==> src/hdl/eitp_pkg.sv <==
`timescale 1ns / 1ps
`default_nettype none
// ----------------------------------------------------------------------------
// eitp_pkg
// Shared types and constants for the Ethernet/IPv4/TCP header parser.
// ----------------------------------------------------------------------------
package eitp_pkg;

    // Largest count the byte counter reaches before it saturates.
    localparam int DEFAULT_MAX_FRAME_BYTES = 65535;

    localparam logic [7:0]  ETH_HDR_BYTES    = 8'd14;
    localparam logic [15:0] ETHERTYPE_IPV4   = 16'h0800;
    localparam logic [7:0]  IP_PROTO_TCP     = 8'd6;

    // Byte positions of the captured fields within the frame.
    localparam logic [15:0] POS_ETYPE_HI     = 16'd12;
    localparam logic [15:0] POS_ETYPE_LO     = 16'd13;
    localparam logic [15:0] POS_IHL          = 16'd14;
    localparam logic [15:0] POS_TOTAL_HI     = 16'd16;
    localparam logic [15:0] POS_TOTAL_LO     = 16'd17;
    localparam logic [15:0] POS_PROTOCOL     = 16'd23;
    localparam logic [15:0] POS_TCP_BASE     = 16'd26;

    // Minimum captured lengths needed to reach a field.
    localparam logic [15:0] MIN_LEN_ETH      = 16'd14;
    localparam logic [15:0] MIN_LEN_PROTOCOL = 16'd24;

    typedef enum logic [1:0] {
        STATUS_TCP       = 2'd0,
        STATUS_NOT_IPV4  = 2'd1,
        STATUS_NOT_TCP   = 2'd2,
        STATUS_TOO_SHORT = 2'd3
    } status_t;

    typedef struct packed {
        logic [7:0] data_byte;
        logic       last_byte;
    } in_item_t;

    typedef struct packed {
        status_t     status;
        logic        truncated;
        logic [5:0]  ip_header_bytes;
        logic [5:0]  tcp_header_bytes;
        logic [7:0]  payload_offset;
        logic [15:0] payload_bytes;
        logic [15:0] captured_length;
    } out_item_t;

    // Header fields of one complete frame, handed from capture to classify.
    typedef struct packed {
        logic [15:0] captured_length;
        logic [15:0] ethertype;
        logic [3:0]  ihl_words;
        logic [15:0] ip_total_len;
        logic [7:0]  ip_protocol;
        logic [3:0]  tcp_offset_words;
    } frame_snap_t;

endpackage
`default_nettype wire

==> src/hdl/eth_ipv4_tcp_header_parser_top.sv <==
`timescale 1ns / 1ps
`default_nettype none
// ----------------------------------------------------------------------------
// eth_ipv4_tcp_header_parser_top
// Ethernet/IPv4/TCP header parser, one frame byte per transfer.
// ----------------------------------------------------------------------------
// The parser takes one frame byte per transfer on the s_ channel and keeps up
// with one byte every clock cycle while s_ready is high, no gaps between
// frames. A frame ends with the last_byte transfer; it yields exactly one
// result transfer on the m_ channel via the snapshot and result registers.
// The rate is set by the byte counter and field capture registers, which
// update on every transfer. A snapshot register holds the finished frame's
// fields while the next frame is already being counted, and a result register
// holds the classified result; s_ready drops only when both are full and the
// result is not being taken. The byte counter saturates at MAX_FRAME_BYTES,
// after which further bytes are counted no more and no fields are captured.
// Reset is synchronous and active low on aresetn.
// ----------------------------------------------------------------------------
module eth_ipv4_tcp_header_parser_top #(
    parameter int MAX_FRAME_BYTES = eitp_pkg::DEFAULT_MAX_FRAME_BYTES
) (
    input  wire                 aclk,
    input  wire                 aresetn,
    input  wire                 s_valid,
    output logic                s_ready,
    input  eitp_pkg::in_item_t  s_item,
    output logic                m_valid,
    input  wire                 m_ready,
    output eitp_pkg::out_item_t m_item
);

    // Handoff between the capture stage and the classify stage.
    logic                  snap_valid;
    logic                  snap_ready;
    eitp_pkg::frame_snap_t snap;

    // Counts bytes, captures header fields and snapshots them at end of frame.
    eitp_field_capture #(
        .MAX_FRAME_BYTES(MAX_FRAME_BYTES)
    ) u_capture (
        .aclk      (aclk),
        .aresetn   (aresetn),
        .s_valid   (s_valid),
        .s_ready   (s_ready),
        .s_item    (s_item),
        .snap_valid(snap_valid),
        .snap_ready(snap_ready),
        .snap      (snap)
    );

    // Classifies the snapshot and registers the result transfer.
    eitp_classify u_classify (
        .aclk      (aclk),
        .aresetn   (aresetn),
        .snap_valid(snap_valid),
        .snap_ready(snap_ready),
        .snap      (snap),
        .m_valid   (m_valid),
        .m_ready   (m_ready),
        .m_item    (m_item)
    );

endmodule
`default_nettype wire

==> src/hdl/eitp_field_capture.sv <==
`timescale 1ns / 1ps
`default_nettype none
// ----------------------------------------------------------------------------
// eitp_field_capture
// Byte counter and header field capture; latches a frame snapshot on the last byte.
// ----------------------------------------------------------------------------
module eitp_field_capture #(
    parameter int MAX_FRAME_BYTES = eitp_pkg::DEFAULT_MAX_FRAME_BYTES
) (
    input  wire                   aclk,
    input  wire                   aresetn,
    input  wire                   s_valid,
    output logic                  s_ready,
    input  eitp_pkg::in_item_t    s_item,
    output logic                  snap_valid,
    input  wire                   snap_ready,
    output eitp_pkg::frame_snap_t snap
);

    localparam logic [15:0] POS_LIMIT = 16'(MAX_FRAME_BYTES);

    logic [15:0] byte_pos_reg,  byte_pos_next;
    logic [15:0] etype_reg,     etype_next;
    logic [3:0]  ihl_reg,       ihl_next;
    logic [15:0] total_reg,     total_next;
    logic [7:0]  proto_reg,     proto_next;
    logic [3:0]  tcp_off_reg,   tcp_off_next;
    logic        snap_valid_reg;
    eitp_pkg::frame_snap_t snap_reg;

    logic        accept;
    logic        pos_open;
    logic [15:0] tcp_pos;

    assign s_ready    = !snap_valid_reg || snap_ready;
    assign accept     = s_valid && s_ready;
    assign snap_valid = snap_valid_reg;
    assign snap       = snap_reg;

    // Field values with the current byte folded in.
    always_comb begin
        pos_open      = byte_pos_reg < POS_LIMIT;
        tcp_pos       = eitp_pkg::POS_TCP_BASE + {10'd0, ihl_reg, 2'b00};
        byte_pos_next = byte_pos_reg;
        etype_next    = etype_reg;
        ihl_next      = ihl_reg;
        total_next    = total_reg;
        proto_next    = proto_reg;
        tcp_off_next  = tcp_off_reg;
        if (pos_open) begin
            byte_pos_next = byte_pos_reg + 16'd1;
            if (byte_pos_reg == eitp_pkg::POS_ETYPE_HI) etype_next[15:8] = s_item.data_byte;
            if (byte_pos_reg == eitp_pkg::POS_ETYPE_LO) etype_next[7:0]  = s_item.data_byte;
            if (byte_pos_reg == eitp_pkg::POS_IHL)      ihl_next = s_item.data_byte[3:0];
            if (byte_pos_reg == eitp_pkg::POS_TOTAL_HI) total_next[15:8] = s_item.data_byte;
            if (byte_pos_reg == eitp_pkg::POS_TOTAL_LO) total_next[7:0]  = s_item.data_byte;
            if (byte_pos_reg == eitp_pkg::POS_PROTOCOL) proto_next = s_item.data_byte;
            if (byte_pos_reg == tcp_pos)                tcp_off_next = s_item.data_byte[7:4];
        end
    end

    always_ff @(posedge aclk) begin
        if (!aresetn) begin
            byte_pos_reg   <= '0;
            etype_reg      <= '0;
            ihl_reg        <= '0;
            total_reg      <= '0;
            proto_reg      <= '0;
            tcp_off_reg    <= '0;
            snap_valid_reg <= 1'b0;
        end else begin
            if (accept && s_item.last_byte) begin
                byte_pos_reg   <= '0;
                etype_reg      <= '0;
                ihl_reg        <= '0;
                total_reg      <= '0;
                proto_reg      <= '0;
                tcp_off_reg    <= '0;
                snap_valid_reg <= 1'b1;
            end else begin
                if (accept) begin
                    byte_pos_reg <= byte_pos_next;
                    etype_reg    <= etype_next;
                    ihl_reg      <= ihl_next;
                    total_reg    <= total_next;
                    proto_reg    <= proto_next;
                    tcp_off_reg  <= tcp_off_next;
                end
                if (snap_ready) begin
                    snap_valid_reg <= 1'b0;
                end
            end
        end
    end

    always_ff @(posedge aclk) begin
        if (accept && s_item.last_byte) begin
            snap_reg.captured_length  <= byte_pos_next;
            snap_reg.ethertype        <= etype_next;
            snap_reg.ihl_words        <= ihl_next;
            snap_reg.ip_total_len     <= total_next;
            snap_reg.ip_protocol      <= proto_next;
            snap_reg.tcp_offset_words <= tcp_off_next;
        end
    end

`ifndef NO_ASSERTIONS
    // The running state starts over after the last byte of a frame.
    assert property (@(posedge aclk) disable iff (!aresetn)
        accept && s_item.last_byte |=> byte_pos_reg == 16'd0 && ihl_reg == 4'd0)
        else $error("byte counter not cleared after end of frame");

    // The counter never passes its saturation limit.
    assert property (@(posedge aclk) disable iff (!aresetn)
        byte_pos_reg <= POS_LIMIT)
        else $error("byte counter beyond limit");

    // A middle byte below the limit advances the counter by exactly one.
    assert property (@(posedge aclk) disable iff (!aresetn)
        accept && !s_item.last_byte && pos_open
        |=> byte_pos_reg == $past(byte_pos_reg) + 16'd1)
        else $error("byte counter did not advance");
`endif

endmodule
`default_nettype wire

==> src/hdl/eitp_classify.sv <==
`timescale 1ns / 1ps
`default_nettype none
// ----------------------------------------------------------------------------
// eitp_classify
// Classifies a captured frame and computes header and payload lengths.
// ----------------------------------------------------------------------------
module eitp_classify (
    input  wire                   aclk,
    input  wire                   aresetn,
    input  wire                   snap_valid,
    output logic                  snap_ready,
    input  eitp_pkg::frame_snap_t snap,
    output logic                  m_valid,
    input  wire                   m_ready,
    output eitp_pkg::out_item_t   m_item
);

    logic                m_valid_reg;
    eitp_pkg::out_item_t m_item_reg;
    eitp_pkg::out_item_t m_item_next;

    logic [5:0]  iph;
    logic [5:0]  tcph;
    logic [6:0]  hdr_sum;
    logic [7:0]  poff;
    logic [15:0] tcp_end;
    logic [16:0] total_plus_eth;
    logic        trunc;
    logic [15:0] plen;

    assign snap_ready = !m_valid_reg || m_ready;
    assign m_valid    = m_valid_reg;
    assign m_item     = m_item_reg;

    always_comb begin
        iph            = {snap.ihl_words, 2'b00};
        tcph           = {snap.tcp_offset_words, 2'b00};
        hdr_sum        = {1'b0, iph} + {1'b0, tcph};
        poff           = eitp_pkg::ETH_HDR_BYTES + {1'b0, hdr_sum};
        tcp_end        = eitp_pkg::POS_TCP_BASE + {10'd0, iph};
        total_plus_eth = {1'b0, snap.ip_total_len} + {9'd0, eitp_pkg::ETH_HDR_BYTES};
        trunc          = {1'b0, snap.captured_length} < total_plus_eth;
        if (trunc) begin
            plen = (snap.captured_length > {8'd0, poff})
                 ? snap.captured_length - {8'd0, poff} : 16'd0;
        end else begin
            plen = (snap.ip_total_len > {9'd0, hdr_sum})
                 ? snap.ip_total_len - {9'd0, hdr_sum} : 16'd0;
        end

        m_item_next                 = '0;
        m_item_next.captured_length = snap.captured_length;
        priority if (snap.captured_length < eitp_pkg::MIN_LEN_ETH) begin
            m_item_next.status = eitp_pkg::STATUS_TOO_SHORT;
        end else if (snap.ethertype != eitp_pkg::ETHERTYPE_IPV4) begin
            m_item_next.status = eitp_pkg::STATUS_NOT_IPV4;
        end else if (snap.captured_length < eitp_pkg::MIN_LEN_PROTOCOL) begin
            m_item_next.status = eitp_pkg::STATUS_TOO_SHORT;
        end else if (snap.ip_protocol != eitp_pkg::IP_PROTO_TCP) begin
            m_item_next.status = eitp_pkg::STATUS_NOT_TCP;
        end else if (snap.captured_length <= tcp_end) begin
            m_item_next.status = eitp_pkg::STATUS_TOO_SHORT;
        end else begin
            m_item_next.status           = eitp_pkg::STATUS_TCP;
            m_item_next.truncated        = trunc;
            m_item_next.ip_header_bytes  = iph;
            m_item_next.tcp_header_bytes = tcph;
            m_item_next.payload_offset   = poff;
            m_item_next.payload_bytes    = plen;
        end
    end

    always_ff @(posedge aclk) begin
        if (!aresetn) begin
            m_valid_reg <= 1'b0;
        end else if (snap_valid && snap_ready) begin
            m_valid_reg <= 1'b1;
        end else if (m_ready) begin
            m_valid_reg <= 1'b0;
        end
    end

    always_ff @(posedge aclk) begin
        if (snap_valid && snap_ready) begin
            m_item_reg <= m_item_next;
        end
    end

`ifndef NO_ASSERTIONS
    // Frames that are not TCP carry only their status and captured length.
    assert property (@(posedge aclk) disable iff (!aresetn)
        m_valid && m_item.status != eitp_pkg::STATUS_TCP
        |-> m_item.truncated == 1'b0 && m_item.payload_offset == 8'd0
            && m_item.payload_bytes == 16'd0)
        else $error("non-TCP result carries header fields");

    // A TCP result always points past the Ethernet header.
    assert property (@(posedge aclk) disable iff (!aresetn)
        m_valid && m_item.status == eitp_pkg::STATUS_TCP
        |-> m_item.payload_offset >= eitp_pkg::ETH_HDR_BYTES)
        else $error("payload offset inside Ethernet header");

    // A frame snapshot taken in turns into a result on the next cycle.
    assert property (@(posedge aclk) disable iff (!aresetn)
        snap_valid && snap_ready |=> m_valid)
        else $error("result lost after snapshot transfer");
`endif

endmodule
`default_nettype wire

==> config.mk <==
export PLATFORM = sky130hd
export DESIGN_NAME = eth_ipv4_tcp_header_parser_top
export DESIGN_NICKNAME = d
export VERILOG_FILES = /design/src/hdl/eitp_pkg.sv /design/src/hdl/eth_ipv4_tcp_header_parser_top.sv /design/src/hdl/eitp_field_capture.sv /design/src/hdl/eitp_classify.sv
export SDC_FILE = /design/constraint.sdc
export NUM_CORES = 1
export LEC_CHECK = 0
export ABC_AREA = 1
export ABC_CLOCK_PERIOD_IN_PS = 10100
export BUFFER_PORTS_ARGS = -buffer_cell sky130_fd_sc_hd__buf_4
export CAP_MARGIN = 10
export CORE_UTILIZATION = 62
export CTS_CLUSTER_DIAMETER = 60
export CTS_CLUSTER_SIZE = 28
export DETAILED_ROUTE_END_ITERATION = 6
export MAX_ROUTING_LAYER = met4
export PLACE_DENSITY = 0.85
export SYNTH_ARGS = -nofsm -noshare
export SYNTH_HDL_FRONTEND = slang
export SYNTH_HIERARCHICAL = 1
export SYNTH_SLANG_ARGS = --single-unit
export TNS_END_PERCENT = 20
==> constraint.sdc <==
create_clock -name aclk -period 10.1 [get_ports aclk]
set_input_delay 0 -clock aclk [delete_from_list [all_inputs] [get_ports aclk]]
set_output_delay 0 -clock aclk [all_outputs]
set_load 0.01 [all_outputs]
# --- Word level (Yosys, flattened, before mapping) ---
# Index checks and enable logic that the tools add are counted.
# Widths: inputs -> output; s select.
totals:
  register_bits: 185
  word_cells: 86
  inputBits: 13
  out_inout_bits: 57
classes:
  reduce_logical: 13
  eq_ne: 9
  magnitude_cmp: 7
  mux: 24
  n_bitwise: 1
  addsub: 8
ops:
  columns: ["operator", "n"]
  rows:
  - ["$mux 16", 6]
  - ["$eq 16x4->1 const B", 3]
  - ["$eq 16x5->1 const B", 3]
  - ["$mux 8", 6]
  - ["$add 16x4->17 const B", 1]
  - ["$lt 16x17->1", 1]
  - ["$add 16x1->16 const B", 1]
  - ["$eq 16x16->1", 1]
  - ["$gt 16x7->1", 1]
  - ["$gt 16x8->1", 1]
  - ["$le 16x16->1", 1]
  - ["$lt 16x16->1 const B", 1]
  - ["$lt 16x4->1 const B", 1]
  - ["$lt 16x5->1 const B", 1]
  - ["$mux 4", 4]
  - ["$ne 16x12->1 const B", 1]
  - ["$sub 16x7->16", 1]
  - ["$sub 16x8->16", 1]
  - ["$add 5x6->7 const A", 2]
  - ["$add 4x7->8 const A", 1]
  - ["$mux 2", 4]
  - ["$ne 8x3->1 const B", 1]
  - ["$add 6x6->7", 1]
  - ["$reduce_or 5->1", 1]
  - ["other kinds (9)", 17]

# --- Longest topological paths before layout ---
depth:
  ltp_word: 6
  ltp_mapped: 22
  mapped_depth_nobuf: 21

# --- By module ---
# Netlist, hierarchy kept.
by_module_without_submodules:
  columns: ["mod", "cells_each", "seq_area_each_um2", "instances", "area_each_um2"]
  rows:
  - ["eitp_field_capture", 737, 3223.1, 1, 5954.5]
  - ["eitp_classify", 502, 1521.5, 1, 4113.9]

# --- Worst setup path after synthesis ---
# OpenSTA, ideal clock, no wires.
synth_path:
  kind: "register -> register"
  start: "register u_capture.snap_valid_reg, in the netlist u_capture/snap_valid"
  end: "register u_classify.m_item_reg (netlist bit u_classify/m_item[0]) (enable)"
  period_less_slack_ps: 3296
  t_arrival_ps: 2821
  stages_incl_launch_ff: 3
  slack_ps: 6804
  required_ps: 9626
  cell_sequence: "dfxtp_1 inv_1 a21oi_1"
synth_via:
  elab_chain_cells: 1
synth_lines:
  columns: ["item", "line", "source"]
  rows:
  - ["start, declared", "eitp_field_capture.sv:28", "logic snap_valid_reg;"]
  - ["start signal, assigned", "eitp_field_capture.sv:70", "snap_valid_reg <= 1'b0;"]
  - ["start signal, assigned", "eitp_field_capture.sv:79", "snap_valid_reg <= 1'b1;"]
  - ["start signal, assigned", "eitp_field_capture.sv:90", "snap_valid_reg <= 1'b0;"]
  - ["$logic_and 1x1->1", "eitp_classify.sv:84", "if (snap_valid && snap_ready) begin"]
  - ["end signal, assigned", "eitp_classify.sv:85", "m_item_reg <= m_item_next;"]
  - ["end, declared", "eitp_classify.sv:19", "eitp_pkg::out_item_t m_item_reg;"]
# Every way passes these cells.
# A chain may end at the register's enable or synchronous reset.

# --- Final worst setup path ---
layout_path:
  start: "register u_capture.snap_reg (netlist bit u_capture/snap[28])"
  end: "register u_classify.m_item_reg (netlist bit u_classify/m_item[24]), data pin"
layout_via:
  elab_chain_cells: 5
layout_lines:
  columns: ["item", "line", "source"]
  rows:
  - ["start, declared", "eitp_field_capture.sv:29", "eitp_pkg::frame_snap_t snap_reg;"]
  - ["$add 6x6->7", "eitp_classify.sv:38", "hdr_sum = {1'b0, iph} + {1'b0, tcph};"]
  - ["$add 4x7->8", "eitp_classify.sv:39", "poff = eitp_pkg::ETH_HDR_BYTES + {1'b0, hdr_sum};"]
  - ["$sub 16x8->16 / $gt 16x8->1 (equally long branches)", "eitp_classify.sv:45, eitp_classify.sv:44", null]
  - ["$mux 16", "eitp_classify.sv:45", "? snap.captured_length - {8'd0, poff} : 16'd0;"]
  - ["$mux 16", "eitp_classify.sv:43", "if (trunc) begin"]
# Parallel ways exist; a longest one is shown, timed or not.

==> results.ini <==
[clock_tree]
cts_setup_buffers = 0
clockBufferDepth = 2
ctsHoldBuffers = 11
numCtsBuffers = 17
clock_latency_ps = 430
clkTransAtPathRegs_ps = 60
clock-sinks = 180
cts_tree = yes
ctsResizeCount = 0
htree_levels = 4
clockRootBuffer = clkbuf_16

[cells_and_area]
fillers = 1255
diodes = 0
num-nets-final = 1360
largest_register_ffs = 64
syn_to_final_growth_pct = 12.0
fin_util_pct = 71.0
drive_above_1_share_pct = 11.8
stdcell_count = 1530
final_area_mm2 = 0.0113

[timing]
hold_viol_final = 0
worst_slew_pin_slew_ps = 1010
max_freq_mhz = 269
slew_viol_final = 0
finalSetupViolations = 0
relSlewSlack_pct = 32.7
fin_tns_setup_ps = 0
rsz0062_at_grt = no
min_period_over_period_pct = 36.8
finalCriticalPeriod_ps = 3720
fin_worst_skew_ps = 10.6

[global_route]
grt_max_degree = 83
antenna_found_initial = 0
grt_pass1_vias = 7698
grt_pass1_wl_um = 37000
grt.total_usage_pct = 29.7
overflow = 0

[power]
pwr_density_cell_mw_per_mm2 = 151
p_leak_nw = 5.27
ir_worst_vdd_v = 0.000111
fin_total_pwr_mw = 1.70

[floorplanning]
rows = 46
core_mm2 = 0.0159
die_h_um = 129
ioPinCount = 70
die_area_mm2 = 0.0168
die-width_um = 129
start_util_pct = 63.4

[placed_design]
placed_cell_area_mm2 = 0.0106
dp_cells = 1487
io_buffers = 64
post-dp-hpwl_um = 16200
gp_congestion = 0.929

[critical_path]
path_delay_family = adder cells
worstPathCellList = ha_1, fa_1, nor2_1, nor2_2, nand3_1, or2_2, ha_1, a21oi_1, nand4_1, nand2_2, clkinv_2, a21oi_1, nor2_1
cp_slowest_cell = fa_1
cp.buffers_inverters = 1
worstPathMaxFanout = 15
arrival_ps = 3860
required_ps = 10240
rrSetupSlack_ps = 6380
startpoint_type = register
endpoint_kind = register
max_stage_delay_ps = 560
setup.worst_path.class = register to register

[synth]
synth_edf_count = 114
netlist.area_leader.share_pct = 34.0
ys.flop_type = edfxtp_1
synth_top_area_cell = edfxtp_1
syn_avg_cell_area_um2 = 8.13
synthArstFlopShare_pct = 0
synth-seq-cells = 180
synth_area_leaders = edfxtp_1 (34%), dfxtp_1 (13%), nand2_1 (9.2%), nor2_1 (7.1%), inv_1 (6.3%)
synth_cell_types = 48
yosysWarnings = 6
synth_cells = 1239
seq_area_frac_synth_pct = 47.1
syn-cell-area_mm2 = 0.0101

[outcome]
status = complete, no violations

[job]
drv_cap = 0

[drt]
wirelength_um = 23000
ant_nets = 0
drt_pass1_iterations = 7
dr_total_vias = 8428
wl_per_cell_um = 15.0
drt-initial-drc-count = 940
vias_per_cell = 5.51
drc_errors = 0

[min_path]
hold_path.class = input pin to register

-- power breakdown --
part           internal [mW]  leakage, nW  switching (mW)
clock network          0.317        0.247           0.279
registers              0.816         1.61          0.0276
logic                 0.0906         3.41           0.167
-- placed cells by master (no fill, tap or decap), types with 13 or more instances in the layout --
cell / instances
nand3_1: 112
o21ai_0: 46
nor3_1: 13
buf_4: 69
clkbuf_16: 17
edfxtp_1: 114
nor2_1: 190
nand2_1: 246
ha_1: 43
xor2_1: 22
dfxtp_1: 66
inv_1: 167
a21oi_1: 39
nand4_1: 15
o21ai_1: 26
-- kinds of logic (layout without fill, tap and decap cells) --
kind of cell	count (synthesis)	in the layout	share of synthesized area (%)
AOI/OAI and AO/OA	144	144	8.14
xor gates and xnor gates	30	30	2.61
adders and majority gates	46	46	5.94
buffers and inverters	215	286	8.97
DFF	180	180	47.1
other	1	5	0.0372
and+or+nand+nor	623	623	27.2
-- cells in the mapped netlist, types with 11 or more instances --
cell	number
buf_4	11
o21ai_1	26
nand4_1	15
o21ai_2	11
edfxtp_1	114
a21oi_1	40
nand3_1	112
nand2_1	246
ha_1	43
inv_1	168
xor2_1	22
o21ai_0	46
nor3_1	13
nor2_1	190
dfxtp_1	66
-- metal layers --
| metal | global-route usage, % | wire [um] | part of all wire [%] | vias up |
|---|---|---|---|---|
| met5 | - | 0 | 0 | - |
| met4 | 9.78 | 398 | 1.7 | 0 |
| met3 | 5.57 | 1470 | 6.4 | 39 |
| met2 | 49.0 | 11200 | 49 | 343 |
| met1 | 37.0 | 9950 | 43 | 3884 |
| li1 | - | - | - | 4162 |
-- worst register-to-register path, cell delays in order, from the launching register on --
cell	delay, ps
edfxtp_1	420
ha_1	240
fa_1	560
nor2_1	90
nor2_2	130
nand3_1	140
or2_2	340
ha_1	350
a21oi_1	410
nand4_1	170
nand2_2	100
clkinv_2	220
a21oi_1	220
nor2_1	60
-- layout make-up --
type | count | area (um^2) | area share [%]
tap | 216 | 270 | 2.40
multi-input combinational | 848 | 4460 | 39.5
timing repair buffer | 80 | 628 | 5.57
clock buffer | 22 | 444 | 3.94
sequential | 180 | 4740 | 42.1
clock inverter | 10 | 76.3 | 0.677
inverter | 174 | 654 | 5.80
-- metrics by stage --
stage | worst slack (ps) | hold slack (ps)
after CTS | 6410 | 396
after detailed placement | 6420 | 218
after global routing | 6000 | 413
after floorplan | 6800 | 97.6
final | 6380 | 412
after global placement | 6510 | 211
-- final timing paths --
kind / start / endpoint / cells after the start
hold reg to reg: u_capture/total_reg[4] / u_capture/snap[16] / 2
setup / recovery: u_capture/snap[28] / u_classify/m_item[24] / 13
setup reg to reg: u_capture/snap[28] / u_classify/m_item[24] / 13
hold / removal: aresetn / u_classify/m_valid / 3
No activity file was read; power rests on OpenSTA's default activity.
